==> src/rtl/abiw_pkg.sv <==
// ----------------------------------------------------------------------------
// abiw_pkg
// Shared types and constants of the affine backward image warp.
// ----------------------------------------------------------------------------
package abiw_pkg;

   localparam int COEF_W  = 32;   // signed Q16.16 gains and offsets
   localparam int DT_W    = 24;   // unsigned Q8.16 frame interval
   localparam int COORD_W = 8;    // request row and column
   localparam int PIX_W   = 16;   // pixel sample
   localparam int SRC_W   = 37;   // signed source coordinate
   localparam int REG_W   = 3;    // register index

   localparam logic [DT_W-1:0] DT_RESET = DT_W'(65536);

   typedef enum logic [REG_W-1:0] {
      REG_ROW_GAIN_ROW   = 3'd0,
      REG_ROW_GAIN_COL   = 3'd1,
      REG_ROW_OFFSET     = 3'd2,
      REG_COL_GAIN_ROW   = 3'd3,
      REG_COL_GAIN_COL   = 3'd4,
      REG_COL_OFFSET     = 3'd5,
      REG_FRAME_INTERVAL = 3'd6
   } reg_index_type;

   typedef struct packed {
      logic signed [COEF_W-1:0] row_gain_row;
      logic signed [COEF_W-1:0] row_gain_col;
      logic signed [COEF_W-1:0] row_offset;
      logic signed [COEF_W-1:0] col_gain_row;
      logic signed [COEF_W-1:0] col_gain_col;
      logic signed [COEF_W-1:0] col_offset;
      logic [DT_W-1:0]          frame_interval;
   } coef_type;

   typedef struct packed {
      logic               valid;
      logic               warp;
      logic [COORD_W-1:0] row;
      logic [COORD_W-1:0] col;
      logic [PIX_W-1:0]   value;
   } item_type;

endpackage

==> src/rtl/abiw_csr.sv <==
// ----------------------------------------------------------------------------
// abiw_csr
// Warp coefficient and frame interval registers behind the csr write channel.
// ----------------------------------------------------------------------------
module abiw_csr (
   input  logic                          clock,
   input  logic                          reset,
   input  logic                          csr_valid,
   output logic                          csr_ready,
   input  logic [abiw_pkg::REG_W-1:0]    csr_index,
   input  logic [abiw_pkg::COEF_W-1:0]   csr_data,
   output abiw_pkg::coef_type            coef
);

   abiw_pkg::coef_type coef_ff;
   abiw_pkg::coef_type coef_in;

   assign csr_ready = 1'b1;
   assign coef      = coef_ff;

   always_comb begin
      coef_in = coef_ff;
      if (csr_valid) begin
         case (abiw_pkg::reg_index_type'(csr_index))
            abiw_pkg::REG_ROW_GAIN_ROW:   coef_in.row_gain_row = $signed(csr_data);
            abiw_pkg::REG_ROW_GAIN_COL:   coef_in.row_gain_col = $signed(csr_data);
            abiw_pkg::REG_ROW_OFFSET:     coef_in.row_offset   = $signed(csr_data);
            abiw_pkg::REG_COL_GAIN_ROW:   coef_in.col_gain_row = $signed(csr_data);
            abiw_pkg::REG_COL_GAIN_COL:   coef_in.col_gain_col = $signed(csr_data);
            abiw_pkg::REG_COL_OFFSET:     coef_in.col_offset   = $signed(csr_data);
            abiw_pkg::REG_FRAME_INTERVAL: begin
               coef_in.frame_interval = csr_data[abiw_pkg::DT_W-1:0];
            end
            default: ;
         endcase
      end
   end

   always_ff @(posedge clock) begin
      if (reset) begin
         // gains and offsets clear, frame interval is the lowest field
         coef_ff <= abiw_pkg::coef_type'({{(6 * abiw_pkg::COEF_W){1'b0}},
                                          abiw_pkg::DT_RESET});
      end else begin
         coef_ff <= coef_in;
      end
   end

endmodule

==> config.mk <==
export PLATFORM = sky130hd
export DESIGN_NAME = abiw_csr
export DESIGN_NICKNAME = d
export VERILOG_FILES = /design/src/rtl/abiw_pkg.sv /design/src/rtl/abiw_csr.sv
export SDC_FILE = /design/constraint.sdc
export NUM_CORES = 1
export LEC_CHECK = 0
export BUFFER_PORTS_ARGS = -buffer_cell sky130_fd_sc_hd__buf_2
export CORE_ASPECT_RATIO = 1.2
export CORE_MARGIN = 5
export CORE_UTILIZATION = 55
export CTS_CLUSTER_SIZE = 14
export DETAILED_ROUTE_END_ITERATION = 7
export PLACE_DENSITY_LB_ADDON = 0.2
export SLEW_MARGIN = 15
export SYNTH_ARGS = -nofsm -noshare
export SYNTH_HDL_FRONTEND = slang
export SYNTH_SLANG_ARGS = --single-unit
==> constraint.sdc <==
create_clock -name clock -period 2.1 [get_ports clock]
set_input_delay 0.42 -clock clock [delete_from_list [all_inputs] [get_ports clock]]
set_output_delay 0.42 -clock clock [all_outputs]
set_load 0.05 [all_outputs]
# Yosys cells after proc, flatten, opt, wreduce, memory -nomap -nowiden
# Cells that the tools add are included.
[totals]
romBits = 0
latchBits = 0
ram_bits = 0
out_inout_bits = 217
memories = 0
register_bits = 216
[classes]
add_sub_neg = 0
div = 0
reduce_logical = 8
multipliers = 0
n_shift = 0
magnitude_cmp = 0
bitwise_logic = 0
n_eq_ne = 6
n_mux = 0
[op_table]
columns = ["op", "n"]
rows = [
  ["2-bit AND reduction", 7],
  ["3-bit == test (second input constant)", 3],
  ["3-bit by 2-bit == test with 1-bit output (second input constant)", 2],
  ["3-bit by 1-bit == test with 1-bit output (second input constant)", 1],
  ["3-bit zero test", 1],
]

# Longest topological paths before layout
[logic_depth]
word_depth = 2
mapped_depth = 5
mapped_depth_nobuf = 2

# Worst setup path before layout
# OpenSTA, ideal clock, no wires.
[synth_path]
kind = "in2reg"
from = "in csr_index[1] (netlist name)"
to = "reg coef_ff, in the netlist coef[205]"
stages = 5
arrival_ns = 1.453
setup_slack_ns = 0.522
cell_sequence = "buf_2 -> or4b_4 -> buf_6 -> buf_8 -> mux2i_1"
[synth_between]
elab_chain_cells = 2
[synth_rtl]
columns = ["item", "line_no", "text"]
rows = [
  ["start: declaration", "abiw_csr.sv:10", "input logic [abiw_pkg::REG_W-1:0] csr_index,"],
  ["3-bit zero test", "abiw_csr.sv:24", "case (abiw_pkg::reg_index_type'(csr_index))"],
  ["2-bit AND reduction (no line)", "n/a", ""],
  ["end signal: assignment", "abiw_csr.sv:42", "coef_ff <= abiw_pkg::coef_type'({{(6 * abiw_pkg::COEF_W){1'b0}},"],
  ["end signal: assignment", "abiw_csr.sv:45", "coef_ff <= coef_in;"],
  ["end: declaration", "abiw_csr.sv:15", "abiw_pkg::coef_type coef_ff;"],
]
# Every way passes these cells.
# A chain may end at the register's enable or synchronous reset.

# Worst setup path in the final report
[layout_path]
from = "reg coef_ff, in the netlist coef[214]"
to = "out coef[214] (netlist name)"
[layout_rtl]
columns = ["item", "line_no", "text"]
rows = [
  ["end: declaration", "abiw_csr.sv:12", "output abiw_pkg::coef_type coef"],
]
# No word-level cell between the ends.

==> out/metrics.csv <==
stage;metric;value;unit
status;status;completed;
clocking;clockBufferDepth;3;
grt;grt_pass1_wl;33.44;mm
timing;post-route-min-period;1.557;ns
grt;grt_pass1_vias;6011;
yosys;synth_xor_area_frac;0;
setup_path;worst-path-buf-inv;1;
yosys;ys_ff_latch;216;
clocking;postCtsHoldBufs;0;
timing;rsz0062_at_grt;false;
yosys;yosysSeqAreaShare;0.5138;
detailed_routing;dr.pass1.iters;4;
clocking;cts_htree_levels;1;
cells_and_area;fin_area;10590;sq um
floorplanning;die_x;122.9;um
cells_and_area;post-route-util;0.7053;
yosys;netlist_instances;748;
power;vdd_drop_max;0.6392;mV
clocking;cts_resized;0;
power;p_total;8752;uW
yosys;synth_area;8417;sq um
clocking;cts_inserted_buffers;21;
yosys;synth_nets;786;
setup_path;slowest_delay;0.38;ns
grt;grt_overflow;0;
yosys;synthSimpleGateAreaFrac;0.1955;
yosys;ys_types;15;
cells_and_area;fill_cells;1182;
yosys;synthDominantCellAreaShare;0.5138;
detailed_routing;via_per_inst;4.997;
detailed_routing;vias;5981;
clocking;clkTransAtPathRegs;0.06;ns
yosys;syn_area_per_cell;11.25;sq um
timing;slew_violations;0;
timing;setup_tns;0;ns
clocking;clockRootBuffer;clkbuf_16;
floorplanning;fp.dieH;145.5;um
floorplanning;die-area;17890;sq um
yosys;muxShareOfSynthArea;0.2569;
floorplanning;core-area;15020;sq um
setup_path;startpoint_type;register;
clocking;cts_tree;yes;
timing;final-hold-violation-count;0;
setup_path;crit_fanout;2;
min_path;hold_path_class;primary input to register;
clocking;clk_latency;0.48;ns
placed_design;io_buffers;253;
power;seq_power_share;0.484;
grt;antenna_found_initial;1;
grt;grt_start_max_net_pins;63;
yosys;synth_top_family_by_area;multiplexers;
flow_run;drv_cap;0;
grt;grt_usage;0.2319;
yosys;synth_compound_area_frac;0;
setup_path;worstPathArrival;1.14;ns
floorplanning;start_util;0.5603;
power;p_leak;0.005739;uW
placed_design;place_area;9936;sq um
cells_and_area;largest_reg_flops;216;
yosys;synth_warnings;0;
floorplanning;fp-row-count;49;
detailed_routing;routed_wl;21.35;mm
timing;max_freq;0.6421;GHz
setup_path;slowest_stage;dfxtp_1;
power;internal-power;6606;uW
detailed_routing;wl_per_cell;17.84;um
setup_path;cp-end-kind;primary output;
yosys;synthAdderAreaFrac;0;
power;pwr_density_cell;826.1;nW/um^2
yosys;yosys.area.top_type;dfxtp_1;
placed_design;dp_hpwl;14.50;mm
placed_design;place.gp.congestion;0.7726;
timing;fin_worst_skew;0;ns
detailed_routing;drt_iter0_drc;318;
setup_path;path_class;register to primary output;
timing;min_period_over_period;0.7416;
clocking;postCtsSetupBuffers;0;
timing;finalSetupViolations;0;
power;switching_share;0.2451;
clocking;cts_sinks;216;
power;power_frac_clock;0.414;
cells_and_area;areaGrowthSynthToFinish;25.87;%
power;p_comb_frac;0.102;
detailed_routing;ant_nets;0;
cells_and_area;drive_gt1_frac;0.3034;
detailed_routing;drc_errors;0;
power;power.switching;2145;uW
setup_path;path_cells;buf_2;
floorplanning;io_pins;255;
setup_path;path_delay_family;flip-flops;
yosys;synthTopCellsByArea;dfxtp_1, mux2i_1, nand2b_1;
setup_path;required;1.68;ns
cells_and_area;final_net_count;1019;
-- through the flow --
step / hold WS [ns] / worst slack [ns] / cells
3_5_place_dp: 0.4572 / 0.4454 / 1162
6_report: 0.2215 / 0.5427 / 1197
4_1_cts: 0.2121 / 0.5173 / 1196
3_3_place_gp: 0.4545 / 0.5158 / 1162
2_1_floorplan: 0.5812 / 0.5220 / 748
5_1_grt: 0.2640 / 0.4947 / 1196
-- metal layers --
layer,global-route usage,vias to the layer above,wire [um]
met4,0.06499,0,552
met2,0.3795,199,10100
met1,0.2947,2820,8868
li1,-,2926,-
met3,0.07076,36,1833
met5,0,-,0
-- worst paths after layout --
check	startpoint	to	slack, ns	cells past startpoint
worst max-delay path	coef[214]	coef[214]	0.54	1
worst min-delay path	csr_data[16]	coef[16]	0.22	3
worst max register to register	coef[104]	coef[104]	1.43	2
worst min register to register	coef[99]	coef[99]	0.47	2
-- layout make-up --
type / count / area, sq um / area share
clock buffer: 32 / 616.8 / 0.05823
tap: 204 / 255.2 / 0.02409
antenna: 1 / 2.502 / 0.0002362
clock inverter: 2 / 38.79 / 0.003661
multi-input combinational: 475 / 3870 / 0.3653
sequential: 216 / 4324 / 0.4082
timing repair buffer: 267 / 1486 / 0.1403
-- power by group through the flow --
stage               logic, uW  clock network [uW]  registers [uW]
floorplan                 333                   0            4640
finish                    890                3630            4240
global placement          887                   0            4320
global route              939                3900            4240
detailed placement        895                   0            4320
CTS                       898                3720            4230
-- kinds of logic (layout without fill, tap and decap cells) --
logic type	after synthesis	in the layout
simple gates	258	258
mux	216	216
flops	216	216
buf+inv	57	301
other cells	1	2
-- Yosys cell counts --
cell,number
nor4bb_1,1
nand4b_1,3
mux2i_1,216
buf_2,21
conb_1,1
buf_8,1
nand4bb_1,3
nor2_1,2
nand2b_1,247
clkbuf_1,29
buf_4,4
nor4b_1,1
or4b_4,1
buf_6,2
dfxtp_1,216
-- placed cells by master, fill, tap and decap left out, types with 2 or more instances in the layout --
cell type / netlist / layout
buf_12: 0 / 9
clkbuf_8: 0 / 5
clkbuf_1: 29 / 6
nor2_1: 2 / 2
clkbuf_16: 0 / 21
dfxtp_1: 216 / 216
mux2i_1: 216 / 216
nand4b_1: 3 / 3
nand2b_1: 247 / 247
nand4bb_4: 0 / 2
buf_4: 4 / 6
buf_2: 21 / 252
-- worst register-to-register path, delay by kind of cell (launching register included) --
kind | cells | cell delay (ns)
multiplexers | 1 | 0.19
flip-flops | 1 | 0.32
AND/OR/NAND/NOR | 1 | 0.07
(Power assumes the default switching activity.)
