### src/rtl/abiw_pkg.sv
// ----------------------------------------------------------------------------
// abiw_pkg
// Shared types and constants of the affine backward image warp.
// ----------------------------------------------------------------------------
package abiw_pkg;

   localparam int COEF_W  = 32;   // signed Q16.16 gains and offsets
   localparam int DT_W    = 24;   // unsigned Q8.16 frame interval
   localparam int COORD_W = 8;    // request row and column
   localparam int PIX_W   = 16;   // pixel sample
   localparam int SRC_W   = 37;   // signed source coordinate
   localparam int REG_W   = 3;    // register index

   localparam logic [DT_W-1:0] DT_RESET = DT_W'(65536);

   typedef enum logic [REG_W-1:0] {
      REG_ROW_GAIN_ROW   = 3'd0,
      REG_ROW_GAIN_COL   = 3'd1,
      REG_ROW_OFFSET     = 3'd2,
      REG_COL_GAIN_ROW   = 3'd3,
      REG_COL_GAIN_COL   = 3'd4,
      REG_COL_OFFSET     = 3'd5,
      REG_FRAME_INTERVAL = 3'd6
   } reg_index_type;

   typedef struct packed {
      logic signed [COEF_W-1:0] row_gain_row;
      logic signed [COEF_W-1:0] row_gain_col;
      logic signed [COEF_W-1:0] row_offset;
      logic signed [COEF_W-1:0] col_gain_row;
      logic signed [COEF_W-1:0] col_gain_col;
      logic signed [COEF_W-1:0] col_offset;
      logic [DT_W-1:0]          frame_interval;
   } coef_type;

   typedef struct packed {
      logic               valid;
      logic               warp;
      logic [COORD_W-1:0] row;
      logic [COORD_W-1:0] col;
      logic [PIX_W-1:0]   value;
   } item_type;

endpackage

### src/rtl/abiw_axis.sv
// ----------------------------------------------------------------------------
// abiw_axis
// Six-stage source coordinate pipeline for one axis:
// base - trunc(dt * (gain_row*row + gain_col*col + offset)), toward zero.
// ----------------------------------------------------------------------------
module abiw_axis (
   input  logic                                clock,
   input  logic                                advance,
   input  logic [abiw_pkg::COORD_W-1:0]        row,
   input  logic [abiw_pkg::COORD_W-1:0]        col,
   input  logic [abiw_pkg::COORD_W-1:0]        base,
   input  logic signed [abiw_pkg::COEF_W-1:0]  gain_row,
   input  logic signed [abiw_pkg::COEF_W-1:0]  gain_col,
   input  logic signed [abiw_pkg::COEF_W-1:0]  offset,
   input  logic [abiw_pkg::DT_W-1:0]           dt,
   output logic signed [abiw_pkg::SRC_W-1:0]   src
);

   localparam int PROD_W = abiw_pkg::COEF_W + abiw_pkg::COORD_W + 1;
   localparam int SUM_W  = PROD_W + 1;
   localparam int HI_W   = SUM_W - 16 + abiw_pkg::DT_W;
   localparam int LO_W   = 16 + abiw_pkg::DT_W;
   localparam int ACC_W  = HI_W + 1;
   localparam int Q_W    = ACC_W - 16;
   localparam int DLY    = 5;

   logic signed [PROD_W-1:0] prod_row_ff, prod_row_in;
   logic signed [PROD_W-1:0] prod_col_ff, prod_col_in;
   logic signed [SUM_W-1:0]  sum_ff, sum_in;
   logic [SUM_W-1:0]         mag_ff, mag_in;
   logic                     neg_ff;
   logic                     neg_mul_ff;
   logic [HI_W-1:0]          hi_ff, hi_in;
   logic [LO_W-1:0]          lo_ff, lo_in;
   logic [ACC_W-1:0]         acc;
   logic [Q_W-1:0]           quot;
   logic signed [Q_W:0]      disp_ff, disp_in;
   logic signed [abiw_pkg::SRC_W-1:0] src_ff, src_in;
   logic [abiw_pkg::COORD_W-1:0] base_dly_ff [DLY];

   assign prod_row_in = gain_row * $signed({1'b0, row});
   assign prod_col_in = gain_col * $signed({1'b0, col});
   assign sum_in      = SUM_W'(prod_row_ff) + SUM_W'(prod_col_ff) + SUM_W'(offset);
   assign mag_in      = sum_ff[SUM_W-1] ? SUM_W'(-sum_ff) : SUM_W'(sum_ff);
   // magnitude split at bit 16 keeps both multipliers narrow
   assign hi_in       = HI_W'(mag_ff[SUM_W-1:16]) * HI_W'(dt);
   assign lo_in       = LO_W'(mag_ff[15:0]) * LO_W'(dt);
   assign acc         = ACC_W'(hi_ff) + ACC_W'(lo_ff[LO_W-1:16]);
   assign quot        = acc[ACC_W-1:16];
   assign disp_in     = neg_mul_ff ? -$signed({1'b0, quot}) : $signed({1'b0, quot});
   assign src_in      = $signed(abiw_pkg::SRC_W'({1'b0, base_dly_ff[DLY-1]}))
                        - abiw_pkg::SRC_W'(disp_ff);
   assign src         = src_ff;

   always_ff @(posedge clock) begin
      if (advance) begin
         prod_row_ff    <= prod_row_in;
         prod_col_ff    <= prod_col_in;
         sum_ff         <= sum_in;
         mag_ff         <= mag_in;
         neg_ff         <= sum_ff[SUM_W-1];
         hi_ff          <= hi_in;
         lo_ff          <= lo_in;
         neg_mul_ff     <= neg_ff;
         disp_ff        <= disp_in;
         src_ff         <= src_in;
         base_dly_ff[0] <= base;
         for (int i = 1; i < DLY; i++) begin
            base_dly_ff[i] <= base_dly_ff[i-1];
         end
      end
   end

endmodule

### config.mk
export PLATFORM = sky130hd
export DESIGN_NAME = abiw_axis
export DESIGN_NICKNAME = d
export VERILOG_FILES = /design/src/rtl/abiw_pkg.sv /design/src/rtl/abiw_axis.sv
export SDC_FILE = /design/constraint.sdc
export NUM_CORES = 2
export LEC_CHECK = 0
export ABC_AREA = 1
export BUFFER_PORTS_ARGS = -buffer_cell sky130_fd_sc_hd__buf_2
export CORE_MARGIN = 2
export CORE_UTILIZATION = 45
export DETAILED_ROUTE_END_ITERATION = 10
export PLACE_DENSITY = 0.73
export SLEW_MARGIN = 10
export SYNTH_ARGS = -nofsm -noshare
export SYNTH_HDL_FRONTEND = slang
export SYNTH_SLANG_ARGS = --single-unit
### constraint.sdc
create_clock -name clock -period 8.8 [get_ports clock]
set_input_delay 0.44 -clock clock [delete_from_list [all_inputs] [get_ports clock]]
set_output_delay 0.44 -clock clock [all_outputs]
set_load 0.05 [all_outputs]
* Yosys cells after proc, flatten, opt, wreduce, memory -nomap -nowiden
Memories as Yosys holds them, arrays and structs flattened.
Index checks and enable logic that the tools add are counted.
** Cells by class
- Add/sub/neg operators :: 6
- $mul :: 4
- Multiplexer cells :: 4
** Operators by type and width (count)
- 32-bit by 9-bit multiplier with 41-bit output :: 2
- 50-bit by 24-bit adder with 51-bit output :: 1
- 26-bit by 24-bit multiplier with 50-bit output :: 1
- 41-bit by 41-bit adder with 42-bit output :: 1
- 42-bit by 32-bit adder with 42-bit output :: 1
- 42-bit negator :: 1
- 41-bit 2-to-1 mux :: 1
- 16-bit by 24-bit multiplier with 40-bit output :: 1
- 9-bit by 36-bit subtractor with 37-bit output :: 1
- 35-bit negator with 36-bit output :: 1
- 35-bit 2-to-1 mux :: 1
- 1-bit 2-to-1 mux :: 2
** Storage, ports and cells
- Flip-flop bits (word level) :: 331
- Bits in writable memories :: 40
- Memories kept :: 1
** Memory list
- base_dly_ff :: depth 5, bits a word 8, rd ports 5, clocked after Yosys merged registers in 0, wr ports 5, line abiw_axis.sv:39 : logic [abiw_pkg::COORD_W-1:0] base_dly_ff [DLY];

* Logic depth before layout (Yosys ltp)
- Depth in word-level cells :: 3
- Gate-level depth with buffers :: 31
- Gate-level depth less buffers :: 29

* Least setup slack after synthesis
Ideal clock, no wire load.
- Path kind :: input-to-reg
- Start :: input port dt[3] in the netlist's numbering
- End :: register hi_ff[43] (data pin)
- Library setup time :: 259 ps
- Data arrival time :: 6258 ps
- Setup slack :: 2283 ps
- Stages on the path :: 27
- Path through :: clkbuf_1 > clkbuf_1 > nand2_1 > fa_1 > inv_1 > fa_1 > inv_1 > fa_1 > inv_1 > fa_1 > inv_1 > fa_1 > inv_1 > fa_1 > inv_1 > fa_1 > inv_1 > ha_1 > nand2_1 > nor2_1 > inv_1 > nor3_1 > a21oi_1 > o21ai_0 > nand4_1 > nand2_1 > xor2_1
** Between the ends
- Cells in the longest elaborated chain, start to end :: 1
** RTL lines
- start: declaration :: line abiw_axis.sv:15 : input logic [abiw_pkg::DT_W-1:0] dt,
- 26-bit by 24-bit multiplier with 50-bit output :: line abiw_axis.sv:46 : assign hi_in = HI_W'(mag_ff[SUM_W-1:16]) * HI_W'(dt);
- via hi_in[43] :: line abiw_axis.sv:33 : logic [HI_W-1:0] hi_ff, hi_in;
- end signal: assignment :: line abiw_axis.sv:62 : hi_ff <= hi_in;
- end: declaration :: line abiw_axis.sv:33
The timed path passes the listed nets, and every way through them passes these cells.
A chain may end at the register's enable or synchronous reset.

* Worst setup path after layout
- Start :: register mag_ff[21]
- End :: register hi_ff[44] (data pin)
** Between the ends
- Cells in the longest elaborated chain, start to end :: 1
** RTL lines
- start: declaration :: line abiw_axis.sv:30 : logic [SUM_W-1:0] mag_ff, mag_in;
- start signal: assignment :: line abiw_axis.sv:60 : mag_ff <= mag_in;
- 26-bit by 24-bit multiplier with 50-bit output :: line abiw_axis.sv:46
- via hi_in[44] :: line abiw_axis.sv:33
The timed path passes the listed nets, and every way through them passes these cells.

==> flow_summary.toml <==
[status]
status = "complete, no violations"

[critical_path]
path_cells = "buf_4 > nand2_1 > fa_1 > fa_1 > inv_1 > fa_1 > ha_1 > fa_1 > inv_1 > fa_1 > fa_1 > inv_1 > ha_1 > nand2_1 > o21ai_0 > a21boi_0 > o21ai_0 > nand3_1 > nand2_1 > a21oi_1 > xnor2_1"
cpPeakStageDelay_ps = 1030
critPathMostFrequentCell = "fa_1"
rr_endpoint = "hi_ff[44]$_DFFE_PP_"
crit_slowest_cell = "edfxtp_1"
cp_data_arrival_time_ps = 7740
r2r_cells = 21
worst_setup_path_start_kind = "register"
critPathRequiredTime_ps = 9190
r2r_start = "mag_ff[21]$_DFFE_PP_"
critPathCaptureType = "register"
r2r_slack_ps = 1450
cp_max_fo = 15
crit_type = "reg -> reg"

[sta]
slew_headroom_pct = 20.7
finClkSkew_ps = 60.7
hold_viol = 0
final.setup.tns_ps = 0
rsz0062_at_grt = "no"
period_minus_slack_ps = 7350
fmax_ghz = 0.136
maxSlewViolCount = 0
period_share_pct = 83.5
setup_viol = 0
tightest_slew_ps = 1190

[synth]
ys_types = 53
syn-num-nets = 11056
yosysWarnings = 0
yosysTopAreaCell = "fa_1"
synth_enable_flop_cells = 355
avgSynthCellArea_um2 = 7.91
synth.top_cells.by_area = "fa_1, edfxtp_1, inv_1, nand2_1, ha_1"
synthFlopType = "edfxtp_1"
async_flop_share_pct = 0
synth_cells = 9118
ys_seq_area_share_pct = 14.8
synth_area_mm2 = 0.0721
synth_top_area_share_pct = 35.3
synth-seq-cells = 355

[drt]
vias = 56541
drtAntennaViolNets = 0
drc = 0
totalWireLength_um = 190000
viasPerCell = 5.04
drt_iter0_markers = 4417
dr.pass1.iters = 6
wl_per_cell_um = 16.9

[clock_tree]
clk_pin_slew_worst_paths_ps = 70
cts_max_path_buffers = 3
h-tree-depth = 2
cts_tree = "yes"
clk_root_buffer_cell = "clkbuf_16"
clk-insertion-delay-late_ps = 640
cts-buffers-inserted = 42
cts.sinks = 355
cts_setup_buffers = 0

[die]
row_count = 146
core_area_mm2 = 0.159
pin_count = 183
fp.dieW_um = 404
start_util_pct = 45.4
dieArea_mm2 = 0.163
die_h_um = 404

[global_route]
grt_overflow = 0
grt_pass1_wl_um = 314000
antenna_found_initial = 31
grt_pass1_vias = 59756
grt_start_max_net_pins = 178
grt_use_total_pct = 24.0

[cells_and_area]
final_cell_mix = "inv_1, nand2_1, fa_1"
final_cell_area_mm2 = 0.0764
fill_cells = 15175
final_util_pct = 48.1
ff_latch_area_mm2 = 0.0107
drive_gt1_share_pct = 4.39
layout.nets = 11035
multiInputGateArea_mm2 = 0.0501
final_common_cell = "inv_1"
area_growth_pct = 5.93

[min_path]
hp-start = "gain_row[0]"
min_to = "prod_row_ff[0]$_DFFE_PP_"
holdPathStages = 3
min_path_type = "in -> reg"

[placement]
hpwl_um = 159000
place.gp.congestion = 0.960
placed_area_mm2 = 0.0748
io_buffers = 182

[run]
drv_cap = 0
==> cells in the mapped netlist (all sizes together), types with 2 or more instances <==
cell     number
inv        2681
nand2      2398
fa         1270
ha          522
nor2        397
edfxtp      355
clkbuf      319
a21oi       276
xor2        176
nand3       155
o21ai       149
xnor2       106
nor3         58
a31oi        56
nand4        50
o21a         24
a21o         18
o21bai       16
nor4         14
a21boi       11
nand3b       11
o211ai       11
o221ai        8
buf           6
or2           4
a211oi        3
a221oi        3
clkinv        3
o31ai         3
a2111oi       2
and3          2
o2111ai       2
==> how the worst max path moves through the flow <==
stage	startpoint	end	slack, ps	cells past startpoint
2_1_floorplan	dt[3]	hi_ff[43]$_DFFE_PP_	2280	27
5_1_grt	mag_ff[37]$_DFFE_PP_	hi_ff[43]$_DFFE_PP_	1100	23
6_report	mag_ff[21]$_DFFE_PP_	hi_ff[44]$_DFFE_PP_	1450	21
3_5_place_dp	dt[1]	hi_ff[43]$_DFFE_PP_	1350	25
3_3_place_gp	dt[21]	hi_ff[47]$_DFFE_PP_	1410	24
4_1_cts	mag_ff[37]$_DFFE_PP_	hi_ff[47]$_DFFE_PP_	1630	22
==> cell families (layout without fill, tap and decap cells) <==
group / Yosys count / in the layout / share of synthesized area, %
adder cells (fa/ha/maj): 1792 / 1792 / 44.3
flip-flops: 355 / 355 / 14.8
AO/OA/AOI/OAI: 588 / 588 / 4.61
other: 0 / 13 / 0
buffers and inverters: 3009 / 3019 / 15.8
AND/OR/NAND/NOR: 3092 / 3092 / 17.1
XOR/XNOR: 282 / 282 / 3.43
==> what timing repair did <==
item / CTS / global route
hold buffers: 8 / 0
hold endpoints to repair: 8 / 0
gates resized for setup: 0 / 0
==> metrics by stage <==
stage	cells	hold WS [ps]	worst slack, ps
global route	11206	251	1100
CTS	11200	192	1630
floorplan	9118	400	2280
finish	11213	217	1450
global placement	11117	401	1410
detailed placement	11117	405	1350
==> state kept, by name, summed over array words and instances, names as in the netlist <==
register     cells
prod_col_ff     41
src             37
prod_row_ff     41
mag_ff          42
hi_ff           50
lo_ff           24
neg_ff           1
disp_ff         36
sum_ff          42
base_dly_ff     40
neg_mul_ff       1
==> cell type report <==
class,instances,share of cell area [%]
inverter,2684,13.2
multi-input combinational,5754,65.5
tap,2072,3.39
timing repair buffer,260,2.02
clock inverter,28,0.452
sequential,355,14.0
clock buffer,47,1.40
antenna,13,0.0426
==> worst max-delay path: cells and delay by family (launching register included) <==
kind                     cells  cell delay, ps
XOR/XNOR                     1             120
AO/OA/AOI/OAI                4            1310
flip-flops                   1            1030
adder cells (fa/ha/maj)      8            3550
AND/OR/NAND/NOR              4             560
buffers and inverters        4             580
==> per-layer routing <==
| metal | GRT usage [%] | wire length [um] |
|---|---|---|
| met5 | 0 | 110 |
| met3 | 4.17 | 15400 |
| met2 | 40.2 | 89300 |
| met1 | 30.7 | 75900 |
| met4 | 10.2 | 9220 |
Power is not shown: default switching activity piles up to over one toggle a cycle in this logic, so the estimate is an artifact.
